`config.mk`:
```
export PLATFORM = sky130hd
export DESIGN_NAME = url_percent_decoder
export DESIGN_NICKNAME = d
export VERILOG_FILES = /design/src/hdl/upd_pkg.sv /design/src/hdl/upd_front.sv /design/src/hdl/upd_queue.sv /design/src/hdl/upd_back.sv /design/src/hdl/url_percent_decoder.sv
export SDC_FILE = /design/constraint.sdc
export NUM_CORES = 1
export LEC_CHECK = 0
export ABC_CLOCK_PERIOD_IN_PS = 4850
export BUFFER_PORTS_ARGS = -buffer_cell sky130_fd_sc_hd__buf_2
export CAP_MARGIN = 20
export CORE_MARGIN = 4
export CORE_UTILIZATION = 56
export DETAILED_ROUTE_END_ITERATION = 8
export PLACE_DENSITY = 0.73
export SYNTH_ARGS = -nofsm -noshare
export SYNTH_HDL_FRONTEND = slang
export SYNTH_SLANG_ARGS = --single-unit
export TNS_END_PERCENT = 50
```
`constraint.sdc`:
```
create_clock -name clock -period 4.85 [get_ports clock]
set_input_delay 0.485 -clock clock [delete_from_list [all_inputs] [get_ports clock]]
set_output_delay 0.485 -clock clock [all_outputs]
set_load 0.005 [all_outputs]
```
`src/hdl/upd_pkg.sv`:
```
// ----------------------------------------------------------------------------
// upd_pkg
// Types and character constants shared by the URL percent decoder modules.
// ----------------------------------------------------------------------------
package upd_pkg;

   localparam logic [7:0] CH_PLUS    = 8'h2B;
   localparam logic [7:0] CH_PERCENT = 8'h25;
   localparam logic [7:0] CH_SPACE   = 8'h20;

   localparam int unsigned MAX_BYTES = 3;

   typedef struct packed {
      logic [7:0] in_byte;
      logic       in_last;
   } req_type;

   typedef struct packed {
      logic [7:0] out_byte;
      logic       out_last;
   } rsp_type;

   // One classified input: up to three decoded bytes, last flag on the final one
   typedef struct packed {
      logic [MAX_BYTES-1:0][7:0] bytes;
      logic [1:0]                count;
      logic                      last;
   } cmd_type;

endpackage

```
`src/hdl/upd_front.sv`:
```
// ----------------------------------------------------------------------------
// upd_front
// Accepts raw bytes, tracks the pending escape and produces a command
// holding the zero to three decoded bytes for each transfer.
// ----------------------------------------------------------------------------
module upd_front (
   input  logic             clock,
   input  logic             reset,
   input  logic             accept,
   input  upd_pkg::req_type req,
   output logic             cmd_write,
   output upd_pkg::cmd_type cmd
);
   import upd_pkg::*;

   typedef enum logic [2:0] {
      HELD_NONE  = 3'b001,
      HELD_PCT   = 3'b010,
      HELD_DIGIT = 3'b100
   } held_type;

   held_type   held_ff, held_in;
   logic [7:0] digit_ff, digit_in;

   function automatic logic is_hex(input logic [7:0] c);
      return (c >= 8'h30 && c <= 8'h39) || (c >= 8'h41 && c <= 8'h46) ||
             (c >= 8'h61 && c <= 8'h66);
   endfunction

   function automatic logic [3:0] hex_val(input logic [7:0] c);
      logic [7:0] v;
      v = 8'h00;
      if (c >= 8'h30 && c <= 8'h39)      v = c - 8'h30;
      else if (c >= 8'h41 && c <= 8'h46) v = c - 8'h37;
      else if (c >= 8'h61 && c <= 8'h66) v = c - 8'h57;
      return v[3:0];
   endfunction

   always_comb begin
      logic [7:0] b;
      logic       last;
      logic       fresh;
      logic [1:0] n;
      b        = req.in_byte;
      last     = req.in_last;
      fresh    = 1'b0;
      n        = 2'd0;
      held_in  = HELD_NONE;
      digit_in = digit_ff;
      cmd      = '0;
      unique case (held_ff)
         HELD_PCT: begin
            if (is_hex(b)) begin
               if (last) begin
                  cmd.bytes[0] = CH_PERCENT;
                  cmd.bytes[1] = b;
                  n = 2'd2;
               end else begin
                  held_in  = HELD_DIGIT;
                  digit_in = b;
               end
            end else begin
               cmd.bytes[0] = CH_PERCENT;
               n     = 2'd1;
               fresh = 1'b1;
            end
         end
         HELD_DIGIT: begin
            if (is_hex(b)) begin
               cmd.bytes[0] = {hex_val(digit_ff), hex_val(b)};
               n = 2'd1;
            end else begin
               cmd.bytes[0] = CH_PERCENT;
               cmd.bytes[1] = digit_ff;
               n     = 2'd2;
               fresh = 1'b1;
            end
         end
         default: fresh = 1'b1;
      endcase
      if (fresh) begin
         if (b == CH_PLUS) begin
            cmd.bytes[n] = CH_SPACE;
            n = n + 2'd1;
         end else if (b == CH_PERCENT && !last) begin
            held_in = HELD_PCT;
         end else begin
            cmd.bytes[n] = b;
            n = n + 2'd1;
         end
      end
      if (last) held_in = HELD_NONE;
      cmd.count = n;
      cmd.last  = last;
      cmd_write = accept && (n != 2'd0);
   end

   always_ff @(posedge clock) begin
      if (reset) begin
         held_ff  <= HELD_NONE;
         digit_ff <= 8'h00;
      end else if (accept) begin
         held_ff  <= held_in;
         digit_ff <= digit_in;
      end
   end

endmodule

```
`src/hdl/upd_queue.sv`:
```
// ----------------------------------------------------------------------------
// upd_queue
// Short command queue between the classifier and the byte serializer.
// ----------------------------------------------------------------------------
module upd_queue #(
   parameter int unsigned DEPTH = 4
) (
   input  logic             clock,
   input  logic             reset,
   input  logic             write,
   input  upd_pkg::cmd_type wr_cmd,
   output logic             full,
   output logic             head_valid,
   output upd_pkg::cmd_type head,
   input  logic             release_head
);
   import upd_pkg::*;

   localparam int unsigned PW = (DEPTH > 1) ? $clog2(DEPTH) : 1;
   localparam int unsigned CW = $clog2(DEPTH + 1);

   cmd_type       slots_ff [DEPTH];
   logic [PW-1:0] wr_ptr_ff, wr_ptr_in;
   logic [PW-1:0] rd_ptr_ff, rd_ptr_in;
   logic [CW-1:0] count_ff, count_in;

   function automatic logic [PW-1:0] next_ptr(input logic [PW-1:0] p);
      return (p == PW'(DEPTH - 1)) ? '0 : p + PW'(1);
   endfunction

   assign full       = (count_ff == CW'(DEPTH));
   assign head_valid = (count_ff != '0);
   assign head       = slots_ff[rd_ptr_ff];

   always_comb begin
      wr_ptr_in = write ? next_ptr(wr_ptr_ff) : wr_ptr_ff;
      rd_ptr_in = release_head ? next_ptr(rd_ptr_ff) : rd_ptr_ff;
      count_in  = count_ff;
      if (write && !release_head)      count_in = count_ff + CW'(1);
      else if (!write && release_head) count_in = count_ff - CW'(1);
   end

   always_ff @(posedge clock) begin
      if (reset) begin
         wr_ptr_ff <= '0;
         rd_ptr_ff <= '0;
         count_ff  <= '0;
      end else begin
         wr_ptr_ff <= wr_ptr_in;
         rd_ptr_ff <= rd_ptr_in;
         count_ff  <= count_in;
      end
   end

   always_ff @(posedge clock) begin
      if (write) slots_ff[wr_ptr_ff] <= wr_cmd;
   end

endmodule

```
`src/hdl/upd_back.sv`:
```
// ----------------------------------------------------------------------------
// upd_back
// Walks head bytes one per cycle into the output register while it is free.
// ----------------------------------------------------------------------------
module upd_back (
   input  logic             clock,
   input  logic             reset,
   input  logic             head_valid,
   input  upd_pkg::cmd_type head,
   output logic             release_head,
   output logic             rsp_empty,
   input  logic             rsp_pop,
   output upd_pkg::rsp_type rsp_data
);
   import upd_pkg::*;

   logic       valid_ff, valid_in;
   rsp_type    data_ff;
   logic [1:0] sub_ff, sub_in;
   logic       load, take, end_of_cmd;

   assign load         = !valid_ff || rsp_pop;
   assign take         = load && head_valid;
   assign end_of_cmd   = (sub_ff == head.count - 2'd1);
   assign release_head = take && end_of_cmd;
   assign rsp_empty    = !valid_ff;
   assign rsp_data     = data_ff;

   always_comb begin
      valid_in = valid_ff;
      sub_in   = sub_ff;
      if (take) begin
         valid_in = 1'b1;
         sub_in   = end_of_cmd ? 2'd0 : sub_ff + 2'd1;
      end else if (rsp_pop) begin
         valid_in = 1'b0;
      end
   end

   always_ff @(posedge clock) begin
      if (reset) begin
         valid_ff <= 1'b0;
         sub_ff   <= 2'd0;
      end else begin
         valid_ff <= valid_in;
         sub_ff   <= sub_in;
      end
   end

   always_ff @(posedge clock) begin
      if (take) begin
         data_ff.out_byte <= head.bytes[sub_ff];
         data_ff.out_last <= head.last && end_of_cmd;
      end
   end

endmodule

```
`src/hdl/url_percent_decoder.sv`:
```
// ----------------------------------------------------------------------------
// url_percent_decoder
// Streaming URL percent decoder with queue-style ports on both sides.
// ----------------------------------------------------------------------------
// One encoded byte is taken per cycle while full is low; '+' becomes a space
// and '%' with two hex digits becomes the encoded byte. A broken or
// truncated escape passes through raw. The classifier decides every byte in
// the cycle it arrives and writes zero to three decoded bytes into a
// QUEUE_DEPTH-entry command queue; the serializer drains that queue into an
// output register at one decoded byte per cycle while the receiver pops.
// Since decoded bytes never outnumber raw bytes, a steady input of one byte
// per cycle is then sustained; decoded bytes pass through the queue and then
// the output register. full is raised only when the command queue is full.
// ----------------------------------------------------------------------------
module url_percent_decoder #(
   parameter int unsigned QUEUE_DEPTH = 4
) (
   input  logic             clock,
   input  logic             reset,
   input  logic             req_push,
   output logic             req_full,
   input  upd_pkg::req_type req_data,
   output logic             rsp_empty,
   input  logic             rsp_pop,
   output upd_pkg::rsp_type rsp_data
);
   import upd_pkg::*;

   logic    accept;
   logic    cmd_write;
   cmd_type cmd;
   logic    head_valid;
   cmd_type head;
   logic    release_head;

   assign accept = req_push && !req_full;

   upd_front u_front (
      .clock     (clock),
      .reset     (reset),
      .accept    (accept),
      .req       (req_data),
      .cmd_write (cmd_write),
      .cmd       (cmd)
   );

   upd_queue #(
      .DEPTH (QUEUE_DEPTH)
   ) u_queue (
      .clock        (clock),
      .reset        (reset),
      .write        (cmd_write),
      .wr_cmd       (cmd),
      .full         (req_full),
      .head_valid   (head_valid),
      .head         (head),
      .release_head (release_head)
   );

   upd_back u_back (
      .clock        (clock),
      .reset        (reset),
      .head_valid   (head_valid),
      .head         (head),
      .release_head (release_head),
      .rsp_empty    (rsp_empty),
      .rsp_pop      (rsp_pop),
      .rsp_data     (rsp_data)
   );

endmodule

```
==> flow_summary.yaml <==
timing:
  minimum_setup_slack_in_the_final_design_ns: 1.03
  worstMarginPinSlew_ns: 0.771
  fin_skew_ns: 0.00798
  fin_tns_setup_ns: 0
  timing_hold_violations_final: 0
  timing.fmax_ghz: 0.261
  timing.final.setup_violations: 0
  unrepaired_setup_endpoints_after_global_routing: "no"
  layout_worst_path_cycle_share: 0.789
  min_period_ns: 3.82
  max_slew_margin: 0.486
  number_of_pins_with_negative_max_slew_slack_in_the_final_report: 0
yosys:
  synth_area_um2: 6240
  synthesis.area_per_instance_um2: 15.3
  syn_inst: 407
  dominantRegCellSynth: "sky130_fd_sc_hd__edfxtp_1"
  seq_area_frac_synth: 0.636
  synth_enable_flop_cells: 117
  synth_async_sr_flop_share: 0
  synth_warnings: 0
  yosysUniqueCellTypes: 60
  postSynthRegisterBits: 140
  synth_fp_nets: 438
flow_run:
  maximum_capacitance_violations: 0
place:
  io_buffer_count: 23
  dp_worst_setup_slack_ns: 0.512
  detailed_place_hpwl_um: 8460
  gp_congestion: 0.888
cells_and_area:
  layout.cells.most_common_list: "sky130_fd_sc_hd__edfxtp_1, sky130_fd_sc_hd__mux4_2, sky130_fd_sc_hd__buf_2"
  syn2layout_area_growth_pct: 12.8
  layout_commonest_cell: "sky130_fd_sc_hd__edfxtp_1"
  antennaDiodeCount: 0
  layout.nets: 470
  share_of_final_layout_standard_cells_stronger_than_drive_strength_1: 0.208
critical_path:
  crit_chain: "buf_2 -> inv_1 -> ha_1 -> nor3b_1 -> o31ai_2 -> nand3_1 -> nor2_1 -> a21oi_1 -> ha_1 -> nand3_1 -> a31oi_2 -> ha_1 -> inv_1 -> fa_1 -> xor2_1 -> or3_1 -> a21oi_1"
  worst-endpoint-required_ns: 5.30
  critical_path.n_buffers_inverters: 3
  critical_path.endpoint_type: "flip-flop"
  crit_path_start_kind: "input pin"
  cell_repeated_most_along_the_worst_path: "sky130_fd_sc_hd__ha_1"
  type_of_the_worst_setup_path: "input pin to flip-flop"
  timing.critical_path.arrival_ns: 4.27
  critical_path.max_stage_delay_ns: 0.38
  worst_path_max_delay_cell: "sky130_fd_sc_hd__nor2_1"
  critical_path.max_fanout: 10
  worst_path_dominant_cell_family: "simple AND/OR/NAND/NOR gates"
power:
  static_leakage_power_nw: 2.53
  irDropWorstVdd_v: 0.000268
  switching_power_mw: 0.928
  cellPowerDensity_nw_per_um2: 490
  relative_contribution_of_the_clock_network_to_total_power: 0.329
  internal-power_mw: 2.52
  power.sequential.fraction: 0.464
  power_frac_comb: 0.207
  switching_power_share_of_the_total: 0.269
cts:
  clkLatencyLatePin_ns: 0.52
  cts_tree: "built"
  cts-resized-gates: 0
  cts_buffer_depth: 2
  h-tree-depth: 4
  clk_transition_reported_paths_ns: 0.06
  cts.sink_count: 140
  tritoncts.num_buffers: 17
  cts_hold_repair.buffers: 0
  cts.root.buffer_cell: "sky130_fd_sc_hd__clkbuf_8"
  postCtsSetupRepairBufs: 0
route:
  drt-initial-drc-count: 236
  total_number_of_vias: 3543
  final_antenna_net_count: 0
  route.detailed.vias_per_inst: 5.98
  drtPass1Iterations: 4
  residual_drc_count: 0
  totalWireLength_um: 12900
  wirelength_per_cell_um: 21.7
worst_hold_path:
  timing.hold.worst.class: "input pin to flip-flop"
global_routing:
  grt_antenna_before_repair: 0
  gr-usage-all-layers: 0.217
  remaining_global_route_overflow: 0
  grt_pass1_wl_um: 20700
  grt_max_degree: 28
  first_global_vias: 3694
die:
  start_util: 0.574
  ios: 24
  die-height_um: 114
  die_w_um: 114
  core_region_area_um2: 10900
  row_count: 38
  die-area_um2: 12900
outcome:
  run_status: "finished, final reports clean"
==> through the flow <==
| step | std cells | hold slack [ns] | power (mW) | util | area (µm²) |
|---|---|---|---|---|---|
| floorplan | 407 | 0.446 | 2.13 | - | 6240 |
| global placement | 560 | 0.452 | 2.31 | 0.599 | 6520 |
| detailed placement | 560 | 0.466 | 2.35 | 0.599 | 6520 |
| CTS | 592 | 0.215 | 3.48 | 0.647 | 7040 |
| global route | 592 | 0.229 | 3.63 | 0.647 | 7040 |
| finish | 592 | 0.236 | 3.45 | 0.647 | 7040 |
==> power groups by stage <==
stage / Clock (mW) / Combinational [mW] / Sequential (mW)
2_1_floorplan: 0 / 0.570 / 1.56
3_3_place_gp: 0 / 0.701 / 1.61
3_5_place_dp: 0 / 0.718 / 1.63
4_1_cts: 1.15 / 0.727 / 1.61
5_1_grt: 1.22 / 0.783 / 1.62
6_report: 1.14 / 0.713 / 1.60
==> kinds of logic (layout without fill, tap and decap cells) <==
logic type               count (synthesis)  after routing  synth area share
flip-flops                             140            140             0.636
AND/OR/NAND/NOR                         90             90            0.0783
AO/OA/AOI/OAI                           68             68            0.0803
multiplexers                            47             47             0.132
buffers and inverters                   36             81            0.0244
adder cells (fa/ha/maj)                 18             18            0.0373
XOR/XNOR                                 8              8            0.0112
==> synthesized netlist by cell type (all sizes together) (3+ instances only) <==
cell type	count	share of area
nand2b	6	0.0072
nand2	17	0.011
mux4	27	0.099
and2	10	0.010
ha	17	0.034
mux2i	19	0.031
clkbuf	13	0.0082
a31oi	4	0.0050
xnor2	5	0.0070
edfxtp	117	0.56
a21oi	15	0.013
nor2	22	0.013
inv	18	0.011
and3	8	0.0080
a22o	8	0.011
o21ai	10	0.0080
dfxtp	23	0.074
xor2	3	0.0042
nand4	4	0.0040
nor3b	5	0.0060
buf	5	0.0054
o2bb2ai	9	0.013
o31ai	3	0.0044
nor3	4	0.0032
==> sequential cells by signal, summed over array words and instances, names as in the netlist, named ones only <==
register,flops
u_queue.rd_ptr_ff,2
u_back.rsp_data,9
u_back.valid_ff,1
u_queue.wr_ptr_ff,2
u_back.sub_ff,2
u_front.held_ff,3
u_front.digit_ff,8
u_queue.slots_ff,108
u_queue.count_ff,3
==> path summary, 6_finish.rpt <==
check,slack (ns),from,endpoint,cells after the start
max reg2reg,1.35,u_front.held_ff[1],u_queue.count_ff[2],13
min reg2reg,0.47,u_back.valid_ff,u_back.valid_ff,2
min,0.24,rsp_pop,u_back.valid_ff,4
max,1.03,req_data[1],u_queue.count_ff[2],17
==> layer usage <==
metal,vias to the layer above,GRT usage,part of all wire
li1,1655,-,-
met1,1742,0.288,0.41
met2,121,0.343,0.50
met3,25,0.0568,0.062
met4,0,0.0881,0.030
met5,-,0,0
==> worst register-to-register path, stage by stage (launching register included) <==
cell	delay, ns
sky130_fd_sc_hd__dfxtp_1	0.36
sky130_fd_sc_hd__nor3b_1	0.44
sky130_fd_sc_hd__and2_1	0.23
sky130_fd_sc_hd__and4_1	0.30
sky130_fd_sc_hd__a21oi_1	0.10
sky130_fd_sc_hd__ha_1	0.31
sky130_fd_sc_hd__nand3_1	0.09
sky130_fd_sc_hd__a31oi_2	0.31
sky130_fd_sc_hd__ha_1	0.24
sky130_fd_sc_hd__inv_1	0.06
sky130_fd_sc_hd__fa_1	0.37
sky130_fd_sc_hd__xor2_1	0.17
sky130_fd_sc_hd__or3_1	0.30
sky130_fd_sc_hd__a21oi_1	0.13
==> layout make-up <==
| class | instances | area [µm²] |
|---|---|---|
| Timing Repair Buffer | 31 | 175 |
| Tap cell | 140 | 175 |
| Inverter | 18 | 67.6 |
| Clock inverter | 7 | 40.0 |
| Clock buffer | 25 | 485 |
| Multi-Input combinational cell | 231 | 2120 |
| Sequential cell | 140 | 3980 |
| Fill cell | 780 | 3840 |
No activity file was read; power rests on OpenSTA's default activity.
